$ cat src/rtl/msc_pkg.sv
// ----------------------------------------------------------------------------
// msc_pkg
// Shared types, register indices and helpers for the magnetometer sample
// conditioner.
// ----------------------------------------------------------------------------
`default_nettype none

package msc_pkg;

  // Default unity gain (Q2.14)
  localparam int unsigned UNITY_GAIN_DEF = 16384;
  // Calibration target field strength
  localparam int unsigned CAL_TARGET     = 700;
  // Scaled product shift
  localparam int unsigned GAIN_SHIFT     = 14;
  // Stuck counter: restart once the old count exceeds this
  localparam logic [2:0]  STUCK_LIMIT    = 3'd4;
  localparam logic [2:0]  STUCK_SAT      = 3'd7;

  // Configuration register indices
  localparam logic [2:0] REG_OFFSET_X   = 3'd0;
  localparam logic [2:0] REG_OFFSET_Y   = 3'd1;
  localparam logic [2:0] REG_OFFSET_Z   = 3'd2;
  localparam logic [2:0] REG_MAX_MAG    = 3'd3;
  localparam logic [2:0] REG_MIN_CAL    = 3'd4;
  localparam logic [2:0] REG_AXIS_MAP   = 3'd5;
  localparam logic [2:0] REG_AXIS_NEG   = 3'd6;

  // Register reset values
  localparam logic [14:0] MAX_MAG_RST   = 15'd1000;
  localparam logic [14:0] MIN_CAL_RST   = 15'd300;
  localparam logic [5:0]  AXIS_MAP_RST  = 6'd36;

  // Item kinds
  localparam logic KIND_NORMAL = 1'b0;
  localparam logic KIND_CAL    = 1'b1;

  typedef logic [2:0][15:0] vec3_t;

  typedef struct packed {
    vec3_t       offset;
    logic [14:0] max_mag;
    logic [14:0] min_cal;
    logic [5:0]  axis_map;
    logic [2:0]  axis_neg;
  } cfg_t;

  typedef struct packed {
    vec3_t body;
    vec3_t filt;
    logic  data_valid;
    logic  restart;
  } res_t;

  // Signed divide by eight, truncating toward zero
  function automatic logic [15:0] div8_trunc(input logic [15:0] v);
    logic [15:0] q;
    q = {{3{v[15]}}, v[15:3]};
    if (v[15] && (v[2:0] != 3'd0)) begin
      q = q + 16'd1;
    end
    return q;
  endfunction

endpackage

`default_nettype wire

$ cat src/rtl/msc_div.sv
// ----------------------------------------------------------------------------
// msc_div
// Radix-2 restoring divider, one quotient bit per cycle.
// ----------------------------------------------------------------------------
`default_nettype none

module msc_div #(
  parameter int unsigned DividendW = 24,
  parameter int unsigned DivisorW  = 15
) (
  input  wire logic                 clk_i,
  input  wire logic                 rst_ni,
  input  wire logic                 start_i,
  input  wire logic [DividendW-1:0] dividend_i,
  input  wire logic [DivisorW-1:0]  divisor_i,
  output logic                      busy_o,
  output logic                      done_o,
  output logic [DividendW-1:0]      quotient_o
);

  localparam int unsigned CntW = $clog2(DividendW + 1);

  logic              busy_q, done_q;
  logic [CntW-1:0]   cnt_q;
  logic [DivisorW-1:0]  rem_q;
  logic [DividendW-1:0] quo_q;

  logic [DivisorW:0] trial;
  logic [DivisorW:0] diff;
  logic              fits;

  // Trial subtraction of the shifted remainder
  assign trial = {rem_q, quo_q[DividendW-1]};
  assign diff  = trial - {1'b0, divisor_i};
  assign fits  = (trial >= {1'b0, divisor_i});

  // Control
  always_ff @(posedge clk_i or negedge rst_ni) begin
    if (!rst_ni) begin
      busy_q <= 1'b0;
      done_q <= 1'b0;
      cnt_q  <= '0;
    end else begin
      done_q <= 1'b0;
      if (start_i && !busy_q) begin
        busy_q <= 1'b1;
        cnt_q  <= CntW'(DividendW);
      end else if (busy_q) begin
        cnt_q <= cnt_q - CntW'(1);
        if (cnt_q == CntW'(1)) begin
          busy_q <= 1'b0;
          done_q <= 1'b1;
        end
      end
    end
  end

  // Remainder and quotient shift register
  always_ff @(posedge clk_i) begin
    if (start_i && !busy_q) begin
      rem_q <= '0;
      quo_q <= dividend_i;
    end else if (busy_q) begin
      rem_q <= fits ? diff[DivisorW-1:0] : trial[DivisorW-1:0];
      quo_q <= {quo_q[DividendW-2:0], fits};
    end
  end

  assign busy_o     = busy_q;
  assign done_o     = done_q;
  assign quotient_o = quo_q;

endmodule

`default_nettype wire

$ cat src/rtl/msc_core.sv
// ----------------------------------------------------------------------------
// msc_core
// Sequencer, shared multiplier and per-axis state of the conditioner.
// ----------------------------------------------------------------------------
`default_nettype none

module msc_core #(
  parameter int unsigned UnityGain = msc_pkg::UNITY_GAIN_DEF
) (
  input  wire logic          clk_i,
  input  wire logic          rst_ni,
  input  wire msc_pkg::cfg_t cfg_i,
  input  wire logic          in_valid_i,
  output logic               in_ready_o,
  input  wire logic          kind_i,
  input  wire msc_pkg::vec3_t raw_i,
  output logic               res_valid_o,
  input  wire logic          res_take_i,
  output msc_pkg::res_t      res_o
);

  localparam int unsigned DivW = $clog2(msc_pkg::CAL_TARGET * UnityGain + 1);
  localparam logic [DivW-1:0] CalDividend = DivW'(msc_pkg::CAL_TARGET * UnityGain);
  localparam logic [15:0]     UnityW      = 16'(UnityGain);

  // Sequencer states
  localparam logic [2:0] S_IDLE  = 3'd0;
  localparam logic [2:0] S_MUL   = 3'd1;
  localparam logic [2:0] S_ACC   = 3'd2;
  localparam logic [2:0] S_CAL   = 3'd3;
  localparam logic [2:0] S_CWAIT = 3'd4;
  localparam logic [2:0] S_DONE  = 3'd5;

  logic [2:0]      state_q;
  logic [1:0]      axis_q;
  logic            kind_q;
  msc_pkg::vec3_t  raw_q, prev_q, filt_q, gain_q, body_q;
  logic [2:0]      same_cnt_q;
  logic signed [32:0] prod_q;
  logic            valid_q, restart_q;

  // Axis selection for the multiplier
  logic [1:0]  sel;
  logic [15:0] mul_raw, mul_gain;
  logic signed [32:0] prod;

  always_comb begin
    sel = cfg_i.axis_map[2*axis_q +: 2];
    if (sel == 2'd3) begin
      sel = 2'd2;
    end
  end

  assign mul_raw  = raw_q[sel];
  assign mul_gain = gain_q[sel];
  assign prod     = $signed({mul_raw[15], mul_raw}) * $signed({1'b0, mul_gain});

  // Body value from the registered product
  logic [15:0] scaled, body_val;
  always_comb begin
    scaled = prod_q[msc_pkg::GAIN_SHIFT+15:msc_pkg::GAIN_SHIFT];
    if (cfg_i.axis_neg[axis_q]) begin
      scaled = 16'd0 - scaled;
    end
    body_val = scaled - {cfg_i.offset[axis_q][15], cfg_i.offset[axis_q][15:1]};
  end

  // Magnitude and filter for the current axis
  logic [15:0] cur_raw, mag, filt_new;
  assign cur_raw  = raw_q[axis_q];
  assign mag      = cur_raw[15] ? (16'd0 - cur_raw) : cur_raw;
  assign filt_new = filt_q[axis_q] - msc_pkg::div8_trunc(filt_q[axis_q])
                    + msc_pkg::div8_trunc(cur_raw);

  // Stuck-sensor check
  logic same;
  assign same = (raw_q == prev_q);

  // Calibration acceptance window
  logic cal_ok;
  assign cal_ok = ($signed(cur_raw) > $signed({1'b0, cfg_i.min_cal}))
               && ($signed(cur_raw) < $signed({1'b0, cfg_i.max_mag}));

  // Shared divider
  logic            div_start, div_busy, div_done;
  logic [DivW-1:0] div_quo;
  logic [15:0]     div_gain;

  assign div_start = (state_q == S_CAL) && cal_ok;
  assign div_gain  = (div_quo[DivW-1:16] != '0) ? 16'hFFFF : div_quo[15:0];

  msc_div #(
    .DividendW (DivW),
    .DivisorW  (15)
  ) u_div (
    .clk_i      (clk_i),
    .rst_ni     (rst_ni),
    .start_i    (div_start),
    .dividend_i (CalDividend),
    .divisor_i  (cur_raw[14:0]),
    .busy_o     (div_busy),
    .done_o     (div_done),
    .quotient_o (div_quo)
  );

  // Sequencer and per-axis state
  always_ff @(posedge clk_i or negedge rst_ni) begin
    if (!rst_ni) begin
      state_q    <= S_IDLE;
      axis_q     <= 2'd0;
      same_cnt_q <= 3'd0;
      prev_q     <= '0;
      filt_q     <= '0;
      gain_q     <= {3{UnityW}};
    end else begin
      case (state_q)
        S_IDLE: begin
          if (in_valid_i) begin
            axis_q  <= 2'd0;
            state_q <= (kind_i == msc_pkg::KIND_CAL) ? S_CAL : S_MUL;
          end
        end
        S_MUL: begin
          if (axis_q == 2'd0) begin
            if (same) begin
              if (same_cnt_q != msc_pkg::STUCK_SAT) begin
                same_cnt_q <= same_cnt_q + 3'd1;
              end
            end else begin
              same_cnt_q <= 3'd0;
            end
          end
          state_q <= S_ACC;
        end
        S_ACC: begin
          filt_q[axis_q] <= filt_new;
          prev_q[axis_q] <= cur_raw;
          if (axis_q == 2'd2) begin
            state_q <= S_DONE;
          end else begin
            axis_q  <= axis_q + 2'd1;
            state_q <= S_MUL;
          end
        end
        S_CAL: begin
          if (cal_ok) begin
            state_q <= S_CWAIT;
          end else begin
            gain_q[axis_q] <= UnityW;
            if (axis_q == 2'd2) begin
              state_q <= S_DONE;
            end else begin
              axis_q <= axis_q + 2'd1;
            end
          end
        end
        S_CWAIT: begin
          if (div_done) begin
            gain_q[axis_q] <= div_gain;
            if (axis_q == 2'd2) begin
              state_q <= S_DONE;
            end else begin
              axis_q  <= axis_q + 2'd1;
              state_q <= S_CAL;
            end
          end
        end
        S_DONE: begin
          if (res_take_i) begin
            state_q <= S_IDLE;
          end
        end
        default: state_q <= S_IDLE;
      endcase
    end
  end

  // Item payload and per-item flags
  always_ff @(posedge clk_i) begin
    case (state_q)
      S_IDLE: begin
        if (in_valid_i) begin
          kind_q    <= kind_i;
          raw_q     <= raw_i;
          valid_q   <= 1'b1;
          restart_q <= 1'b0;
        end
      end
      S_MUL: begin
        prod_q <= prod;
        if (axis_q == 2'd0 && same && same_cnt_q > msc_pkg::STUCK_LIMIT) begin
          restart_q <= 1'b1;
        end
      end
      S_ACC: begin
        body_q[axis_q] <= body_val;
        if (mag >= {1'b0, cfg_i.max_mag}) begin
          valid_q <= 1'b0;
        end
      end
      S_CAL: begin
        if (!cal_ok) begin
          restart_q <= 1'b1;
        end
      end
      default: ;
    endcase
  end

  // Result
  logic normal;
  assign normal      = (kind_q == msc_pkg::KIND_NORMAL);
  assign in_ready_o  = (state_q == S_IDLE);
  assign res_valid_o = (state_q == S_DONE);

  always_comb begin
    res_o.body       = normal ? body_q : '0;
    res_o.filt       = filt_q;
    res_o.data_valid = normal && valid_q;
    res_o.restart    = restart_q || (normal && !valid_q);
  end

  // The divider only runs inside a calibration item
  a_idle_div: assert property (@(posedge clk_i) disable iff (!rst_ni)
    (state_q == S_IDLE) |-> !div_busy)
    else $error("divider busy while idle");

  // A quotient only arrives while the sequencer waits for it
  a_done_wait: assert property (@(posedge clk_i) disable iff (!rst_ni)
    div_done |-> (state_q == S_CWAIT))
    else $error("divider result not awaited");

  // Calibration items leave the stuck counter and filter untouched
  a_cal_keeps: assert property (@(posedge clk_i) disable iff (!rst_ni)
    (state_q != S_IDLE && kind_q == msc_pkg::KIND_CAL)
      |=> ($stable(same_cnt_q) && $stable(filt_q)))
    else $error("calibration item changed filter state");

endmodule

`default_nettype wire

$ cat src/rtl/magnetometer_sample_conditioner_top.sv
// Sequence: a normal item is accepted, then each axis in turn gets a multiply
// and an accumulate step on the one shared multiplier, then the output register.
// A calibration item runs the radix-2 divider once per accepted axis, in turn;
// a rejected axis gets unity gain and skips the divider.
// Flow: one item at a time; a new item is taken only while the sequencer is idle.
// Reset: registers to defaults, gains to unity, filter and history cleared.
// ----------------------------------------------------------------------------
// magnetometer_sample_conditioner_top
// Configuration registers, output register and the conditioning core.
// ----------------------------------------------------------------------------
`default_nettype none

module magnetometer_sample_conditioner_top #(
  parameter int unsigned UnityGain = msc_pkg::UNITY_GAIN_DEF
) (
  input  wire logic        clk_i,
  input  wire logic        rst_ni,
  // configuration
  input  wire logic        cfg_valid_i,
  output logic             cfg_ready_o,
  input  wire logic [2:0]  cfg_index_i,
  input  wire logic [15:0] cfg_data_i,
  // input items
  input  wire logic        in_valid_i,
  output logic             in_ready_o,
  input  wire logic        kind_i,
  input  wire logic [7:0]  x_high_i,
  input  wire logic [7:0]  x_low_i,
  input  wire logic [7:0]  y_high_i,
  input  wire logic [7:0]  y_low_i,
  input  wire logic [7:0]  z_high_i,
  input  wire logic [7:0]  z_low_i,
  // result items
  output logic             out_valid_o,
  input  wire logic        out_ready_i,
  output logic signed [15:0] body_x_o,
  output logic signed [15:0] body_y_o,
  output logic signed [15:0] body_z_o,
  output logic signed [15:0] filtered_x_o,
  output logic signed [15:0] filtered_y_o,
  output logic signed [15:0] filtered_z_o,
  output logic             data_valid_o,
  output logic             restart_request_o
);

  msc_pkg::cfg_t  cfg_q;
  msc_pkg::vec3_t raw;
  msc_pkg::res_t  core_res, res_q;
  logic           core_valid, res_take, out_valid_q;

  // Configuration registers, always writable
  assign cfg_ready_o = 1'b1;

  always_ff @(posedge clk_i or negedge rst_ni) begin
    if (!rst_ni) begin
      cfg_q.offset   <= '0;
      cfg_q.max_mag  <= msc_pkg::MAX_MAG_RST;
      cfg_q.min_cal  <= msc_pkg::MIN_CAL_RST;
      cfg_q.axis_map <= msc_pkg::AXIS_MAP_RST;
      cfg_q.axis_neg <= '0;
    end else if (cfg_valid_i) begin
      case (cfg_index_i)
        msc_pkg::REG_OFFSET_X: cfg_q.offset[0] <= cfg_data_i;
        msc_pkg::REG_OFFSET_Y: cfg_q.offset[1] <= cfg_data_i;
        msc_pkg::REG_OFFSET_Z: cfg_q.offset[2] <= cfg_data_i;
        msc_pkg::REG_MAX_MAG:  cfg_q.max_mag   <= cfg_data_i[14:0];
        msc_pkg::REG_MIN_CAL:  cfg_q.min_cal   <= cfg_data_i[14:0];
        msc_pkg::REG_AXIS_MAP: cfg_q.axis_map  <= cfg_data_i[5:0];
        msc_pkg::REG_AXIS_NEG: cfg_q.axis_neg  <= cfg_data_i[2:0];
        default: ;
      endcase
    end
  end

  // Big-endian bytes to raw axis words
  assign raw[0] = {x_high_i, x_low_i};
  assign raw[1] = {y_high_i, y_low_i};
  assign raw[2] = {z_high_i, z_low_i};

  msc_core #(
    .UnityGain (UnityGain)
  ) u_core (
    .clk_i       (clk_i),
    .rst_ni      (rst_ni),
    .cfg_i       (cfg_q),
    .in_valid_i  (in_valid_i),
    .in_ready_o  (in_ready_o),
    .kind_i      (kind_i),
    .raw_i       (raw),
    .res_valid_o (core_valid),
    .res_take_i  (res_take),
    .res_o       (core_res)
  );

  // Output register
  assign res_take = !out_valid_q || out_ready_i;

  always_ff @(posedge clk_i or negedge rst_ni) begin
    if (!rst_ni) begin
      out_valid_q <= 1'b0;
    end else if (res_take) begin
      out_valid_q <= core_valid;
    end
  end

  always_ff @(posedge clk_i) begin
    if (res_take && core_valid) begin
      res_q <= core_res;
    end
  end

  assign out_valid_o       = out_valid_q;
  assign body_x_o          = res_q.body[0];
  assign body_y_o          = res_q.body[1];
  assign body_z_o          = res_q.body[2];
  assign filtered_x_o      = res_q.filt[0];
  assign filtered_y_o      = res_q.filt[1];
  assign filtered_z_o      = res_q.filt[2];
  assign data_valid_o      = res_q.data_valid;
  assign restart_request_o = res_q.restart;

endmodule

`default_nettype wire
$ cat config.mk
export PLATFORM = sky130hd
export DESIGN_NAME = magnetometer_sample_conditioner_top
export DESIGN_NICKNAME = d
export VERILOG_FILES = /design/src/rtl/msc_pkg.sv /design/src/rtl/msc_div.sv /design/src/rtl/msc_core.sv /design/src/rtl/magnetometer_sample_conditioner_top.sv
export SDC_FILE = /design/constraint.sdc
export NUM_CORES = 2
export LEC_CHECK = 0
export BUFFER_PORTS_ARGS = -buffer_cell sky130_fd_sc_hd__buf_4
export CORE_ASPECT_RATIO = 0.7
export CORE_UTILIZATION = 45
export CTS_BUF_LIST = sky130_fd_sc_hd__clkbuf_4
export DETAILED_ROUTE_END_ITERATION = 8
export PLACE_DENSITY_LB_ADDON = 0.05
export SYNTH_ARGS = -nofsm -noshare
export SYNTH_HDL_FRONTEND = slang
export SYNTH_SLANG_ARGS = --single-unit
$ cat constraint.sdc
create_clock -name clk_i -period 9.1 [get_ports clk_i]
set_input_delay 1.82 -clock clk_i [delete_from_list [all_inputs] [get_ports clk_i]]
set_output_delay 1.82 -clock clk_i [all_outputs]
set_load 0.005 [all_outputs]
* Word level (Yosys, flattened, before mapping)
Index checks and enable logic that the tools add are counted.
Word-level totals: output and inout port bits 101, bits in registers 513, bits of input ports 73
Operators by class: multipliers 1, multiplexer cells 59, bitwise operators 4, reductions and logical operators 41, $add $sub $neg 11, shift-type cells 1, eq/ne operators 24, $lt $le $gt $ge 8
Operators with widths (number):
- bitwise mux 48 bit | 4
- two-way mux 16 bit | 11
- binary-select mux 16 bit (select 2 bit) | 5
- two-way mux 48 bit | 2
- case mux 48 bit (2 select lines) | 1
- == test 48 bit | 1
- AND 45 bit | 1
- inverter 45 bit | 1
- demux 16 bit (select 2 bit) | 1
- >= comparator 16 x 15 -> 1 bit | 2
- subtractor 1 x 16 -> 16 bit (first input constant) | 2
- subtractor 16 bit | 2
- multiplier 16 x 17 -> 30 bit | 1
- adder 13 x 2 -> 14 bit (second input constant) | 2
- two-way mux 3 bit | 9
- case mux 3 bit (6 select lines) | 1
- adder 16 bit | 1
- > comparator 16 bit | 1
- < comparator 16 bit | 1
- AND reduction 2 bit | 8
- == test 3 bit (second input constant) | 5
- two-way mux 15 bit | 1
- subtractor 15 bit | 1
- == test 3 x 2 -> 1 bit (second input constant) | 4
- other kinds (34) | 81

* Longest topological paths before layout
depth after elaboration 8, mapped depth 33, gate-level depth less buffers 29

* Hierarchy
A second synthesis with hierarchy kept.
Second synthesis, totals: cell total of the unflattened synthesis 3216, area, all modules 33355.7 µm²
Modules (own cells, without submodules):
- msc_core | instances 1, cells each 2654, area each 24188.2 µm²
- magnetometer_sample_conditioner_top | instances 1, cells each 294, area each 6354.8 µm²
- msc_div | instances 1, cells each 268, area each 2812.7 µm²

* Worst setup path before layout
No wires, ideal clock.
kind register -> register, from register u_core.axis_q[1], to register u_core.prod_q[28] (data pin), path buffers 6, arrival time 7.191 ns, data required time 8.842 ns, stages on the path, launching flop included 34, slack 1.652 ns, library setup time 0.258 ns, cell sequence dfrtp_1 -> buf_4 -> nor2b_1 -> buf_2 -> o2bb2ai_2 -> clkbuf_1 -> buf_1 -> buf_2 -> nand2_1 -> o21ai_0 -> clkbuf_1 -> nand2_1 -> fa_1 -> fa_1 -> inv_1 -> ha_1 -> inv_1 -> fa_1 -> inv_1 -> fa_1 -> inv_1 -> fa_1 -> inv_1 -> ha_1 -> a21o_1 -> a21o_1 -> a21o_1 -> a211oi_1 -> o21ai_0 -> or3_1 -> a21oi_1 -> nand3_1 -> a21oi_1 -> xnor2_1
Between the ends: cells in the longest elaborated chain, start to end 6
Ends and longest elaborated chain:
- from (decl) | line msc_core.sv:35 | logic [1:0] axis_q;
- from (signal assigned) | line msc_core.sv:141 | axis_q <= axis_q + 2'd1;
- from (signal assigned) | line msc_core.sv:153 | axis_q <= axis_q + 2'd1;
- from (signal assigned) | line msc_core.sv:163 | axis_q <= axis_q + 2'd1;
- variable part select 6 x 4 -> 2 bit * | line msc_core.sv:48 | sel = cfg_i.axis_map[2*axis_q +: 2];
- == test 2 bit | line msc_core.sv:49 | if (sel == 2'd3) begin
- two-way mux 2 bit * | line msc_core.sv:49
- binary-select mux 16 bit (select 2 bit), on equally long branches | line msc_core.sv:54, msc_core.sv:55
- two-way mux 16 bit, on equally long branches | line msc_core.sv:54, msc_core.sv:55
- multiplier 16 x 17 -> 30 bit * | line msc_core.sv:56 | assign prod = $signed({mul_raw[15], mul_raw}) * $signed({1'b0, mul_gain});
- net u_core.prod[28] | line msc_core.sv:45 | logic signed [32:0] prod;
- to (signal assigned) | line msc_core.sv:190 | prod_q <= prod;
- to (decl) | line msc_core.sv:39 | logic signed [32:0] prod_q;
The timed path passes the listed nets; every way through them passes the cells marked *. The select of a mux whose other input is x is not followed. A chain may end at the register's enable or synchronous reset.

* Worst setup path in the final report
Ends and elaborated chain as after synthesis.

==> results.ini <==
[setup_path]
critPathKind = flop to flop
critPathMaxFanout = 10
cp-start-kind = flop
cp.required_ns = 9.76
end_kind = flop
worstPathArrival_ns = 8.60

[placement]
dp_hpwl_um = 72000
globalplace.congestion = 0.960
io_buffers = 172

[route]
top_layer = met5
route.met2.wl_um = 37900
wl_per_cell_um = 21.2
drcViolationCount = 0
met1_length_um = 45700
totalWireLength_um = 93500
via_per_inst = 5.25
antenna_left = 0
firstDrtPassIters = 5
via_count = 23200
drt_iter0_drc = 1566
wl_met3_um = 8200

[synthesis]
syn-num-nets = 3592
synth-compound-area-share_pct = 9.30
mappedNetlistArea_um2 = 32400
yosys_most_used_dff = dfrtp_1
yosysSeqAreaShare_pct = 41.1
synthArstFlopShare_pct = 49.2
synth_fa_ha_area_share_pct = 21.0
muxShareOfSynthArea_pct = 7.06
synth_cells = 3103
synth-simple-area-share_pct = 11.5
synth_top_family_by_area = adder cells
yosys_register_bits = 496
synth_xor_area_share_pct = 4.36
syn_area_per_cell_um2 = 10.4
synth_cell_types = 76
yosysWarningCount = 0
synth_edf_count = 213

[cts]
cts_tree = yes
root_buffer = clkbuf_4
cts_sinks = 496
post_cts_resized = 0
htreeDepth = 3
cts_buffer_depth = 3
post-cts-setup-buffers = 0
path_clk_slew_ns = 0.07
worstSkewPairLatency_ns = 0.95
postCtsHoldBufs = 0
cts_buffers = 121

[timing]
setup_tns_ns = 0
skew_ns = 0.0582
slew_headroom_pct = 19.7
worst_pin_slew_ns = 1.20
rsz0062_at_grt = no
hold_viol = 0
fmax_ghz = 0.126
drv_slew = 0
finalCritPeriodShare_pct = 87.3
setup_violations = 0
min_period_ns = 7.95

[layout]
drive_gt1_share_pct = 17.9
fin_nets = 3846
fillers = 6522
regArea_um2 = 13300
synthToLayoutAreaGrowth_pct = 13.3
multi_input_area_um2 = 17300

[floorplan]
die_h_um = 226
die_w_um = 323
die_area_um2 = 73000
rows = 81
ioPinCount = 174
core_area_um2 = 70500
start_util_pct = 45.9

[global_route]
grt_pass1_wl_um = 142000
grt_antenna_before_repair = 6
grt_pass1_vias = 23400
grt_start_max_net_pins = 126
grt.total_usage_pct = 26.2
grt_overflow_total = 0

[run_status]
status = complete, no violations

[hold_path]
min_path_type = flop to flop

[run]
drv_cap = 0

==> stage by stage <==
stage          utilization (%)  setup slack, ns  instance area [µm²]  instances  hold slack (ns)
6_report                  52.0             1.15                36700       4419            0.464
4_1_cts                   52.0             1.19                36700       4418            0.452
5_1_grt                   52.0            0.728                36700       4419            0.490
2_1_floorplan                -             1.65                32400       3103            0.433
3_5_place_dp              49.6             1.21                35000       4188            0.459
3_3_place_gp              49.6             1.21                35000       4188            0.448
==> flip-flops by register name (all words and copies together) (netlist names), 5 cells and up <==
name / cells
u_core.u_div.rem_q: 15
body_z_o: 16
u_core.body_q: 48
body_x_o: 16
filtered_z_o: 16
u_core.prev_q: 48
u_core.u_div.quotient_o: 24
u_core.res_o: 48
body_y_o: 16
u_core.u_div.cnt_q: 5
u_core.prod_q: 16
filtered_y_o: 16
u_core.gain_q: 48
filtered_x_o: 16
u_core.raw_q: 48
cfg_q: 84
==> path summary, 6_finish.rpt <==
check                                              end  depth (start not counted)  slack [ns]                        start
min in group asynchronous             u_core.prev_q[3]                          1        0.97                       rst_ni
setup / recovery                     u_core.prod_q[28]                         27        1.15             u_core.axis_q[1]
hold reg to reg            u_core.u_div.quotient_o[21]                          1        0.46  u_core.u_div.quotient_o[20]
setup reg to reg                     u_core.prod_q[28]                         27        1.15             u_core.axis_q[1]
hold / removal             u_core.u_div.quotient_o[21]                          1        0.46  u_core.u_div.quotient_o[20]
max in group asynchronous             u_core.axis_q[0]                          2        6.77                       rst_ni
==> synthesized netlist by cell type, types with 6 or more instances <==
master       n  area, µm²
nor3_1      32        160
dfxtp_1     39        781
dfstp_2     15        394
a21o_1      37        278
mux2_2     113       1270
a22oi_1      6       45.0
buf_4        6       45.0
o21a_1      37        278
nand3_1     31        155
nand4_1     13       81.3
xnor2_1     80        701
ha_1       206       2580
mux2_1       8       90.1
dfrtp_1    229       5730
xor2_1      81        709
edfxtp_1   213       6400
a21oi_2      7       61.3
buf_1        9       33.8
o21ai_0    195        976
nor2_1     267       1000
nor2b_1     62        388
nor4_1      21        131
and2_1       8       50.1
buf_2        9       45.0
mux2i_1     90        901
o21ai_1     18       90.1
o21bai_1    14        105
a31oi_1      6       37.5
inv_1      365       1370
and3_1       6       37.5
or3_1        9       56.3
a21oi_1     96        480
fa_1       210       4200
o211ai_1    14        105
clkbuf_1    80        300
nand2b_1     9       56.3
nand2_1    370       1390
a2bb2oi_1    6       52.6
==> worst max-delay path: stages, from the launching register on <==
cell and delay (ns):
dfrtp_4 0.51, mux2i_1 0.17, o21ai_4 0.48, mux2i_1 0.19, o21ai_1 0.80, nand2_1 0.17, fa_1 0.53, fa_1 0.50
inv_1 0.08, ha_1 0.13, inv_1 0.05, fa_1 0.53, inv_1 0.05, fa_1 0.48, inv_1 0.06, fa_1 0.53
inv_1 0.05, ha_1 0.31, a21o_1 0.19, a21o_1 0.25, a21o_1 0.24, a211oi_1 0.21, o21ai_0 0.15, or3_1 0.37
a21oi_1 0.20, nand3_1 0.14, a21oi_1 0.20, xnor2_1 0.08
==> cells by family (layout without fill, tap and decap cells) <==
logic type | count (synthesis) | count (layout)
simple gates | 853 | 853
fa+ha+maj | 416 | 416
mux | 212 | 212
flops | 496 | 496
compound gates | 489 | 489
xor+xnor | 161 | 161
buf+inv | 475 | 836
other cells | 1 | 2
==> area by class of cell <==
cell class / count / share of cell area (%)
sequential: 496 / 36.3
multi-input combinational: 2132 / 47.1
inverter: 367 / 3.76
clock buffer: 200 / 4.09
clock inverter: 30 / 0.519
timing repair buffer: 239 / 4.95
tap: 954 / 3.26
antenna: 1 / 0.00682
==> cells in the final DEF (no fill, tap or decap), types with 7 or more instances in the layout <==
cell type  count
nor2b_1       61
and2_1         7
o21a_1        37
nor4_1        21
fa_1         210
nand2b_1       9
a21oi_1       96
clkinv_1      19
a21o_1        37
dfxtp_1       39
mux2i_1       90
xnor2_1       80
dfstp_2       15
nor3_1        30
inv_1        365
o21ai_0      195
mux2_1         8
nand4_1       13
edfxtp_1     213
dfrtp_1      227
a21oi_2        7
o21bai_1      14
ha_1         206
nand3_1       31
nor2_1       266
clkbuf_4     200
o211ai_1      14
buf_4        237
mux2_2       113
o21ai_1       18
nand2_1      367
or3_1          9
xor2_1        81
==> metal layers <==
layer,track usage [%],vias up
met3,8.16,132
li1,-,11000
met2,36.7,708
met5,0,-
met4,6.51,8
met1,39.0,11400
Power is not shown: default switching activity piles up to over one toggle a cycle in this logic, so the estimate is an artifact.
